`config.mk`:
```
export PLATFORM = sky130hd
export DESIGN_NAME = tunnel_texture_pixel_shader
export DESIGN_NICKNAME = d
export VERILOG_FILES = /design/src/rtl/core/ttps_pkg.sv /design/src/rtl/core/ttps_addr.sv /design/src/rtl/core/ttps_div.sv /design/src/rtl/core/ttps_shade.sv /design/src/rtl/core/tunnel_texture_pixel_shader.sv
export SDC_FILE = /design/constraint.sdc
export NUM_CORES = 1
export LEC_CHECK = 0
export BUFFER_PORTS_ARGS = -buffer_cell sky130_fd_sc_hd__buf_4
export CORE_UTILIZATION = 45
export DETAILED_ROUTE_END_ITERATION = 8
export PLACE_DENSITY = 0.72
export SLEW_MARGIN = 20
export SYNTH_ARGS = -nofsm -noshare
export SYNTH_HDL_FRONTEND = slang
export SYNTH_SLANG_ARGS = --single-unit
```
`constraint.sdc`:
```
create_clock -name clock -period 9.1 [get_ports clock]
set_input_delay 0.91 -clock clock [delete_from_list [all_inputs] [get_ports clock]]
set_output_delay 0.91 -clock clock [all_outputs]
set_load 0.01 [all_outputs]
```
`src/rtl/core/ttps_pkg.sv`:
```
// Shared types, constants and helper functions for the tunnel texture pixel shader.
// No dependencies; every other file in rtl/core refers to this package by scoped names.
package ttps_pkg;

   localparam int COORD_W      = 8;
   localparam int SIZE_W       = 9;
   localparam int COLOR_W      = 8;
   localparam int STEP_W       = 16;
   localparam int POS_W        = 17;
   localparam int FRAC_W       = 8;
   localparam int CSR_IDX_W    = 3;
   localparam int CSR_DATA_W   = 16;
   localparam int REQ_DATA_W   = 24;
   localparam int RSP_DATA_W   = 8;
   localparam int DIV_BITS     = COORD_W;
   localparam int DIV_PER_STG  = 2;
   localparam int DIV_STAGES   = DIV_BITS / DIV_PER_STG;

   localparam logic [POS_W-1:0] POS_MAX = POS_W'(32'h1_0000);

   typedef enum logic [CSR_IDX_W-1:0] {
      CSR_SHADE_EN  = 3'd0,
      CSR_BLOCK_W   = 3'd1,
      CSR_BLOCK_H   = 3'd2,
      CSR_EVEN      = 3'd3,
      CSR_ODD       = 3'd4,
      CSR_MOVE_STEP = 3'd5,
      CSR_TURN_STEP = 3'd6
   } csr_index_type;

   typedef struct packed {
      logic                     shade_en;
      logic [SIZE_W-1:0]        block_w;
      logic [SIZE_W-1:0]        block_h;
      logic [COLOR_W-1:0]       even_color;
      logic [COLOR_W-1:0]       odd_color;
      logic signed [STEP_W-1:0] move_step;
      logic signed [STEP_W-1:0] turn_step;
   } cfg_type;

   // One pixel after address forming: texture row and column, shade level and frame end.
   typedef struct packed {
      logic [COORD_W-1:0] row;
      logic [COORD_W-1:0] col;
      logic [COORD_W-1:0] shade;
      logic               fend;
   } pix_type;

   // One pixel inside the block-count divider.
   typedef struct packed {
      logic [COORD_W-1:0] rem_row;
      logic [COORD_W-1:0] rem_col;
      logic [COORD_W-1:0] shade;
      logic               fend;
      logic               par;
   } div_type;

   // One restoring division step: returns {quotient bit, new remainder}.
   function automatic logic [COORD_W:0] div_step(input logic [COORD_W-1:0] rem,
                                                 input logic [SIZE_W-1:0]  dv,
                                                 input logic [2:0]         sh);
      logic [2*COORD_W-1:0] sub;
      logic [COORD_W:0]     res;
      sub = {{(2*COORD_W-SIZE_W){1'b0}}, dv} << sh;
      if ({{COORD_W{1'b0}}, rem} >= sub) begin
         res = {1'b1, rem - sub[COORD_W-1:0]};
      end else begin
         res = {1'b0, rem};
      end
      return res;
   endfunction

   // Position advance with wrap: above the top goes to zero, below zero goes to the top.
   function automatic logic [POS_W-1:0] advance(input logic [POS_W-1:0]        pos,
                                                input logic signed [STEP_W-1:0] step);
      logic signed [POS_W+1:0] p;
      logic [POS_W-1:0]        res;
      p = $signed({2'b00, pos}) + (POS_W+2)'(step);
      if (p > $signed({2'b00, POS_MAX})) begin
         res = '0;
      end else if (p < 0) begin
         res = POS_MAX;
      end else begin
         res = p[POS_W-1:0];
      end
      return res;
   endfunction

endpackage

```
`src/rtl/core/ttps_addr.sv`:
```
// Input stage: forms the texel row and column from the map entry and the frame positions.
// Holds the movement and rotation positions. Uses ttps_pkg.
module ttps_addr (
   input  logic               clock,
   input  logic               reset,
   input  ttps_pkg::cfg_type  cfg,
   input  logic               in_valid,
   output logic               in_ready,
   input  logic [7:0]         angle_coord,
   input  logic [7:0]         depth_coord,
   input  logic [7:0]         shade_level,
   input  logic               frame_end,
   output logic               out_valid,
   input  logic               out_ready,
   output ttps_pkg::pix_type  out_data
);

   logic                        valid_ff;
   ttps_pkg::pix_type           data_ff;
   ttps_pkg::pix_type           data_in;
   logic [ttps_pkg::POS_W-1:0]  move_pos_ff;
   logic [ttps_pkg::POS_W-1:0]  turn_pos_ff;
   logic [ttps_pkg::POS_W-1:0]  move_pos_in;
   logic [ttps_pkg::POS_W-1:0]  turn_pos_in;
   logic [ttps_pkg::COORD_W-1:0] row_pre;
   logic [2*ttps_pkg::COORD_W-1:0] addr;
   logic                        accept;

   assign in_ready  = !valid_ff || out_ready;
   assign accept    = in_valid && in_ready;
   assign out_valid = valid_ff;
   assign out_data  = data_ff;

   always_comb begin
      // An integer position of 256 leaves the row unchanged after the byte mask.
      row_pre = depth_coord + move_pos_ff[ttps_pkg::FRAC_W +: ttps_pkg::COORD_W];
      addr    = {row_pre, angle_coord}
              - {7'b0, turn_pos_ff[ttps_pkg::POS_W-1:ttps_pkg::FRAC_W]};
      data_in.row   = addr[15:8];
      data_in.col   = addr[7:0];
      data_in.shade = shade_level;
      data_in.fend  = frame_end;
      move_pos_in = move_pos_ff;
      turn_pos_in = turn_pos_ff;
      if (accept && frame_end) begin
         move_pos_in = ttps_pkg::advance(move_pos_ff, cfg.move_step);
         turn_pos_in = ttps_pkg::advance(turn_pos_ff, cfg.turn_step);
      end
   end

   always_ff @(posedge clock) begin
      if (reset) begin
         valid_ff    <= 1'b0;
         move_pos_ff <= '0;
         turn_pos_ff <= '0;
      end else begin
         move_pos_ff <= move_pos_in;
         turn_pos_ff <= turn_pos_in;
         if (in_ready) begin
            valid_ff <= in_valid;
         end
      end
   end

   always_ff @(posedge clock) begin
      if (accept) begin
         data_ff <= data_in;
      end
   end

   a_pos_range: assert property (@(posedge clock) disable iff (reset)
      move_pos_ff <= ttps_pkg::POS_MAX && turn_pos_ff <= ttps_pkg::POS_MAX)
      else $error("frame position out of range");

   a_pos_hold: assert property (@(posedge clock) disable iff (reset)
      !(accept && frame_end) |=> $stable(move_pos_ff) && $stable(turn_pos_ff))
      else $error("frame position moved without a frame end");

endmodule

```
`src/rtl/core/ttps_div.sv`:
```
// Pipelined restoring divider that finds the checkerboard parity of a texel.
// Two quotient bits per stage for row and column in parallel. Uses ttps_pkg.
module ttps_div (
   input  logic               clock,
   input  logic               reset,
   input  ttps_pkg::cfg_type  cfg,
   input  logic               in_valid,
   output logic               in_ready,
   input  ttps_pkg::pix_type  in_data,
   output logic               out_valid,
   input  logic               out_ready,
   output ttps_pkg::div_type  out_data
);

   localparam int NS = ttps_pkg::DIV_STAGES;

   logic                        valid_ff [NS];
   ttps_pkg::div_type           data_ff  [NS];
   ttps_pkg::div_type           src      [NS];
   ttps_pkg::div_type           nxt      [NS];
   logic                        src_valid [NS];
   logic                        rdy      [NS+1];
   logic [ttps_pkg::SIZE_W-1:0] bw_eff;
   logic [ttps_pkg::SIZE_W-1:0] bh_eff;

   // A block size of zero behaves as one.
   assign bw_eff = (cfg.block_w == '0) ? ttps_pkg::SIZE_W'(1) : cfg.block_w;
   assign bh_eff = (cfg.block_h == '0) ? ttps_pkg::SIZE_W'(1) : cfg.block_h;

   assign rdy[NS]   = out_ready;
   assign in_ready  = rdy[0];
   assign out_valid = valid_ff[NS-1];
   assign out_data  = data_ff[NS-1];

   always_comb begin
      src[0].rem_row = in_data.row;
      src[0].rem_col = in_data.col;
      src[0].shade   = in_data.shade;
      src[0].fend    = in_data.fend;
      src[0].par     = 1'b0;
      src_valid[0]   = in_valid;
   end

   for (genvar s = 0; s < NS; s++) begin : g_stage
      localparam int TOP = ttps_pkg::DIV_BITS - 1 - s * ttps_pkg::DIV_PER_STG;

      if (s > 0) begin : g_link
         assign src[s]       = data_ff[s-1];
         assign src_valid[s] = valid_ff[s-1];
      end

      assign rdy[s] = !valid_ff[s] || rdy[s+1];

      always_comb begin
         logic [ttps_pkg::COORD_W:0] rr;
         logic [ttps_pkg::COORD_W:0] rc;
         nxt[s] = src[s];
         for (int j = 0; j < ttps_pkg::DIV_PER_STG; j++) begin
            rr = ttps_pkg::div_step(nxt[s].rem_row, bh_eff, 3'(TOP - j));
            rc = ttps_pkg::div_step(nxt[s].rem_col, bw_eff, 3'(TOP - j));
            nxt[s].rem_row = rr[ttps_pkg::COORD_W-1:0];
            nxt[s].rem_col = rc[ttps_pkg::COORD_W-1:0];
            // The last step yields the low quotient bits, which decide the parity.
            nxt[s].par     = rr[ttps_pkg::COORD_W] ^ rc[ttps_pkg::COORD_W];
         end
      end

      always_ff @(posedge clock) begin
         if (reset) begin
            valid_ff[s] <= 1'b0;
         end else if (rdy[s]) begin
            valid_ff[s] <= src_valid[s];
         end
      end

      always_ff @(posedge clock) begin
         if (rdy[s] && src_valid[s]) begin
            data_ff[s] <= nxt[s];
         end
      end
   end

   a_rem_below: assert property (@(posedge clock) disable iff (reset)
      valid_ff[NS-1] |-> ({1'b0, data_ff[NS-1].rem_row} < bh_eff
                          && {1'b0, data_ff[NS-1].rem_col} < bw_eff))
      else $error("divider remainder not below block size");

endmodule

```
`src/rtl/core/ttps_shade.sv`:
```
// Texel select, shade multiply and the result register.
// Two register stages: product, then the output pixel. Uses ttps_pkg.
module ttps_shade (
   input  logic               clock,
   input  logic               reset,
   input  ttps_pkg::cfg_type  cfg,
   input  logic               in_valid,
   output logic               in_ready,
   input  ttps_pkg::div_type  in_data,
   output logic               out_valid,
   input  logic               out_ready,
   output logic [7:0]         pixel_index,
   output logic               frame_done
);

   logic                           mul_valid_ff;
   logic [2*ttps_pkg::COLOR_W-1:0] prod_ff;
   logic [ttps_pkg::COLOR_W-1:0]   tex_ff;
   logic                           mul_fend_ff;
   logic [ttps_pkg::COLOR_W-1:0]   tex_in;
   logic                           mul_ready;
   logic                           out_valid_ff;
   logic [ttps_pkg::COLOR_W-1:0]   pix_ff;
   logic                           fend_ff;
   logic                           out_stage_ready;

   assign out_stage_ready = !out_valid_ff || out_ready;
   assign mul_ready       = !mul_valid_ff || out_stage_ready;
   assign in_ready        = mul_ready;
   assign tex_in          = in_data.par ? cfg.odd_color : cfg.even_color;
   assign out_valid       = out_valid_ff;
   assign pixel_index     = pix_ff;
   assign frame_done      = fend_ff;

   always_ff @(posedge clock) begin
      if (reset) begin
         mul_valid_ff <= 1'b0;
         out_valid_ff <= 1'b0;
      end else begin
         if (mul_ready) begin
            mul_valid_ff <= in_valid;
         end
         if (out_stage_ready) begin
            out_valid_ff <= mul_valid_ff;
         end
      end
   end

   always_ff @(posedge clock) begin
      if (mul_ready && in_valid) begin
         prod_ff     <= {{ttps_pkg::COLOR_W{1'b0}}, in_data.shade}
                      * {{ttps_pkg::COORD_W{1'b0}}, tex_in};
         tex_ff      <= tex_in;
         mul_fend_ff <= in_data.fend;
      end
      if (out_stage_ready && mul_valid_ff) begin
         pix_ff  <= cfg.shade_en ? prod_ff[2*ttps_pkg::COLOR_W-1:ttps_pkg::COLOR_W] : tex_ff;
         fend_ff <= mul_fend_ff;
      end
   end

endmodule

```
`src/rtl/core/tunnel_texture_pixel_shader.sv`:
```
// Top level of the tunnel texture pixel shader: configuration registers and the pipeline.
// Instantiates ttps_addr, ttps_div and ttps_shade; uses ttps_pkg.
//
//   port group   direction   contents
//   req_*        in          one tunnel map entry per request, tlast marks frame end
//   rsp_*        out         one palette index per request, tlast copies frame end
//   csr_*        in          register writes, index and data, no read-back
//
// A request enters every cycle while rsp does not stall; it passes seven register stages:
// one address stage, four divider stages (two quotient bits each), the shade multiply
// and the output register. Frame positions advance at the accept edge of a frame-end
// request, so the next request already sees them. Reset is synchronous and clears all
// valid bits and the positions and loads the defaults into the configuration registers;
// a stall on rsp holds every stage in place and backs up to req_tready without dropping
// a request.
module tunnel_texture_pixel_shader (
   input  logic        clock,
   input  logic        reset,
   input  logic        req_tvalid,
   output logic        req_tready,
   input  logic [23:0] req_tdata,   // angle_coord[7:0], depth_coord[15:8], shade_level[23:16]
   input  logic        req_tlast,
   output logic        rsp_tvalid,
   input  logic        rsp_tready,
   output logic [7:0]  rsp_tdata,   // pixel_index[7:0]
   output logic        rsp_tlast,
   input  logic        csr_we,
   input  logic [2:0]  csr_index,
   input  logic [15:0] csr_wdata
);

   ttps_pkg::cfg_type cfg_ff;
   ttps_pkg::cfg_type cfg_in;
   logic              addr_valid;
   logic              addr_ready;
   ttps_pkg::pix_type addr_data;
   logic              div_valid;
   logic              div_ready;
   ttps_pkg::div_type div_data;

   always_comb begin
      cfg_in = cfg_ff;
      if (csr_we) begin
         case (csr_index)
            ttps_pkg::CSR_SHADE_EN:  cfg_in.shade_en   = csr_wdata[0];
            ttps_pkg::CSR_BLOCK_W:   cfg_in.block_w    = csr_wdata[8:0];
            ttps_pkg::CSR_BLOCK_H:   cfg_in.block_h    = csr_wdata[8:0];
            ttps_pkg::CSR_EVEN:      cfg_in.even_color = csr_wdata[7:0];
            ttps_pkg::CSR_ODD:       cfg_in.odd_color  = csr_wdata[7:0];
            ttps_pkg::CSR_MOVE_STEP: cfg_in.move_step  = csr_wdata;
            ttps_pkg::CSR_TURN_STEP: cfg_in.turn_step  = csr_wdata;
            default:                 cfg_in = cfg_ff;
         endcase
      end
   end

   always_ff @(posedge clock) begin
      if (reset) begin
         cfg_ff.shade_en   <= 1'b1;
         cfg_ff.block_w    <= 9'd32;
         cfg_ff.block_h    <= 9'd32;
         cfg_ff.even_color <= 8'd20;
         cfg_ff.odd_color  <= 8'd128;
         cfg_ff.move_step  <= 16'sd154;
         cfg_ff.turn_step  <= 16'sd77;
      end else begin
         cfg_ff <= cfg_in;
      end
   end

   ttps_addr u_addr (
      .clock       (clock),
      .reset       (reset),
      .cfg         (cfg_ff),
      .in_valid    (req_tvalid),
      .in_ready    (req_tready),
      .angle_coord (req_tdata[7:0]),
      .depth_coord (req_tdata[15:8]),
      .shade_level (req_tdata[23:16]),
      .frame_end   (req_tlast),
      .out_valid   (addr_valid),
      .out_ready   (addr_ready),
      .out_data    (addr_data)
   );

   ttps_div u_div (
      .clock     (clock),
      .reset     (reset),
      .cfg       (cfg_ff),
      .in_valid  (addr_valid),
      .in_ready  (addr_ready),
      .in_data   (addr_data),
      .out_valid (div_valid),
      .out_ready (div_ready),
      .out_data  (div_data)
   );

   ttps_shade u_shade (
      .clock       (clock),
      .reset       (reset),
      .cfg         (cfg_ff),
      .in_valid    (div_valid),
      .in_ready    (div_ready),
      .in_data     (div_data),
      .out_valid   (rsp_tvalid),
      .out_ready   (rsp_tready),
      .pixel_index (rsp_tdata),
      .frame_done  (rsp_tlast)
   );

   a_empty_takes: assert property (@(posedge clock) disable iff (reset)
      !rsp_tvalid |-> req_tready)
      else $error("request refused while the result register is empty");

   a_reset_clears: assert property (@(posedge clock)
      $past(reset) |-> !rsp_tvalid)
      else $error("result valid right after reset");

   a_size_nonzero_ok: assert property (@(posedge clock) disable iff (reset)
      $past(csr_we) && $past(csr_index) == ttps_pkg::CSR_BLOCK_W
      |-> cfg_ff.block_w == $past(csr_wdata[8:0]))
      else $error("block width write lost");

endmodule

```
==> reports/metrics.yaml <==
run_status:
  status: "completed"
sta:
  worst_pin_slew_ps: 865
  slew_headroom: 0.419
  fmax_mhz: 182
  fin_crit_sh: 0.602
  setup_tns_ps: 0
  clock_skew_ps: 19.4
  setup_slack_ps: 3620
  slew_violations: 0
  holdWs_ps: 416
  period_needed_ps: 5480
  hold_viol: 0
  rsz0062_at_grt: "no"
  setup_violations: 0
power_and_ir_drop:
  p_switching_mw: 0.663
  p_leak_nw: 7.36
  switching_share: 0.244
  p_per_area_nw_per_um2: 154
  clkPwrFrac: 0.424
  ir_worst_vdd_mv: 0.148
  p_total_mw: 2.72
  p_seq_frac: 0.449
  power_frac_comb: 0.126
  power.internal_mw: 2.06
clock_network:
  cts_made_buffers: 28
  insertion_delay_ps: 550
  cts_setup_buffers: 0
  cts_resized: 0
  path_clk_slew_ps: 60
  ctsHoldBuffers: 0
  tritoncts: "yes"
  clkSinkCount: 244
  htreeDepth: 1
  cts_buffer_depth: 3
  root_buffer: "clkbuf_16"
synthesis:
  ys_seq_area_frac: 0.398
  syn-num-nets: 1823
  netlist_area_um2: 15800
  yosysWarningCount: 0
  ys_async_sr_fraction: 0
  yosysUniqueCellTypes: 76
  avgSynthCellArea_um2: 10.1
  syn_inst: 1568
  synth-seq-cells: 244
  synth_edf_count: 140
  synthFlopType: "edfxtp_1"
worst_setup_path:
  crit_family: "adder cells"
  crit_path_frequent_cell: "fa_1"
  cp_max_fo: 9
  max_stage_delay_ps: 580
  worstRegToRegCells: 17
  arrival_ps: 5760
  path_class: "flip-flop to flip-flop"
  cp.required_ps: 9380
  r2r_start: "u_div.data_ff[3][0]"
  worstSetupEndpointType: "flip-flop"
  slowest_stage: "fa_1"
  reg2reg_to: "u_shade.prod_ff[15]"
  cp-start-kind: "flip-flop"
  cp_num_buf_inv: 1
  rrSetupSlack_ps: 3620
  cp_cell_sequence: "mux2_2, nand2_1, fa_1, fa_1, fa_1, fa_1, inv_1, ha_1, or3_1, a41oi_1, o41ai_1, a21oi_1, nor2b_1, o21ai_0, a21boi_1, o41ai_1, xnor2_1"
placement:
  hpwl_um: 26300
  place_ws_ps: 3610
  dp.cells: 2054
  port_buffers: 59
  gp_congestion: 0.907
  placed_area_um2: 16700
routing:
  drt_iter0_drc: 659
  ant_nets: 0
  num_vias: 11700
  drt-pass1-iter-count: 5
  wl_um: 35100
  wire_per_inst_um: 16.7
  drcViolationCount: 0
  routed_via_density: 5.54
job:
  cap_viol_max_count: 0
global_routing:
  grt_max_degree: 75
  grt_pass1_vias: 11800
  overflow: 0
  grt_usage: 0.196
  grt_pass1_wl_um: 57300
  antenna_found_initial: 3
min_path:
  worstHoldStart: "u_div.data_ff[0][1]"
  whs_endpoint: "u_div.data_ff[1][1]"
  min_path_type: "flip-flop to flip-flop"
  hold_path_depth: 0
finish:
  multi_input_area_um2: 8870
  utilization: 0.513
  areaGrowthSynthToFinish_pct: 12.1
  final_layout_size_suffix_gt1_frac: 0.116
  register_area_um2: 6290
  fin_area_um2: 17700
  fill_cells: 3145
  final_nets: 1885
  stdcell_count: 2108
die:
  dieArea_um2: 35900
  boundaryPins: 60
  core_um2: 34500
  num_rows: 68
  die_height_um: 189
  initial_utilization: 0.457
  fp.dieW_um: 189
## layout make-up
class,instances,share of cell area
Tap cell,455,0.0321
Clock inverter,9,0.00636
Sequential cell,244,0.355
Antenna cell,1,0.000141
Timing Repair Buffer,69,0.0295
Inverter,131,0.0278
Clock buffer,43,0.0485
Multi-Input combinational cell,1156,0.501
## power groups by stage
stage / Sequential [mW] / Clock [mW] / Combinational, mW
CTS: 1.22 / 1.18 / 0.342
global route: 1.23 / 1.22 / 0.385
detailed placement: 1.25 / 0 / 0.339
finish: 1.22 / 1.16 / 0.343
global placement: 1.25 / 0 / 0.329
floorplan: 1.24 / 0 / 0.250
## layout by cell type, fill, tap and decap left out, types with 36 or more instances in the layout
master	count
dfxtp_1	104
o21ai_0	52
xor2_1	38
fa_1	49
a21o_1	46
nor2_1	68
and2_1	36
nand2_1	220
xnor2_1	39
a21oi_1	106
mux2_2	50
ha_1	157
inv_1	131
edfxtp_1	140
buf_4	68
## cells in the mapped netlist, drive strengths merged (20+ instances only)
cell type,number,area [µm²]
nand2,220,826
ha,157,1960
edfxtp,140,4200
inv,131,492
a21oi,107,536
dfxtp,104,2080
nor2,69,259
o21ai,56,284
mux2,50,563
fa,49,981
a21o,47,354
xnor2,39,342
xor2,38,333
and2,36,225
clkbuf,27,101
a22o,24,210
nor2b,22,138
nand3,20,100
## state kept, by name, summed over array words and instances, names as in the netlist
signal                cells
u_shade.prod_ff           8
u_addr.turn_pos_ff       17
u_div.valid_ff            4
u_addr.out_data          25
u_shade.frame_done        1
u_shade.mul_valid_ff      1
cfg_ff                   67
u_addr.out_valid          1
u_addr.move_pos_ff       17
u_shade.tex_ff            8
u_shade.mul_fend_ff       1
u_shade.out_valid         1
u_div.data_ff            85
u_shade.pixel_index       8
## worst max-delay path by stage
| stage | cells past startpoint | slack (ps) | startpoint | endpoint |
|---|---|---|---|---|
| after floorplan | 22 | 4100 | cfg_ff[63] | u_div.data_ff[2][13] |
| after global placement | 20 | 3580 | cfg_ff[56] | u_div.data_ff[2][22] |
| after detailed placement | 17 | 3610 | u_div.data_ff[3][0] | u_shade.prod_ff[15] |
| after CTS | 17 | 3600 | u_div.data_ff[3][0] | u_shade.prod_ff[15] |
| after global routing | 17 | 3280 | u_div.data_ff[3][0] | u_shade.prod_ff[15] |
| final | 17 | 3620 | u_div.data_ff[3][0] | u_shade.prod_ff[15] |
## worst reg2reg max path, stage by stage, from the launching register on
cell      delay, ps
edfxtp_1        540
mux2_2          420
nand2_1         110
fa_1            470
fa_1            580
fa_1            440
fa_1            550
inv_1            40
ha_1            200
or3_1           300
a41oi_1         230
o41ai_1         150
a21oi_1         270
nor2b_1         100
o21ai_0         220
a21boi_1        160
o41ai_1         330
xnor2_1         110
## layer usage
layer | global-route usage | up-vias | routed length, µm
met1 | 0.248 | 5610 | 15400
li1 | - | 5724 | -
met3 | 0.0272 | 75 | 1700
met2 | 0.344 | 268 | 17000
met5 | 0 | - | 31
met4 | 0.0642 | 4 | 985
## logic make-up (layout without fill, tap and decap cells)
family	count (synthesis)	in the layout	synth area share
xor gates and xnor gates	77	77	0.0427
AOI/OAI and AO/OA	336	336	0.145
and+or+nand+nor	479	479	0.146
buffers and inverters	168	252	0.0418
other	0	1	0
adders and majority gates	206	206	0.186
DFF	244	244	0.398
muxes	58	58	0.0407
Note: power is estimated with default switching activity, not from simulation.
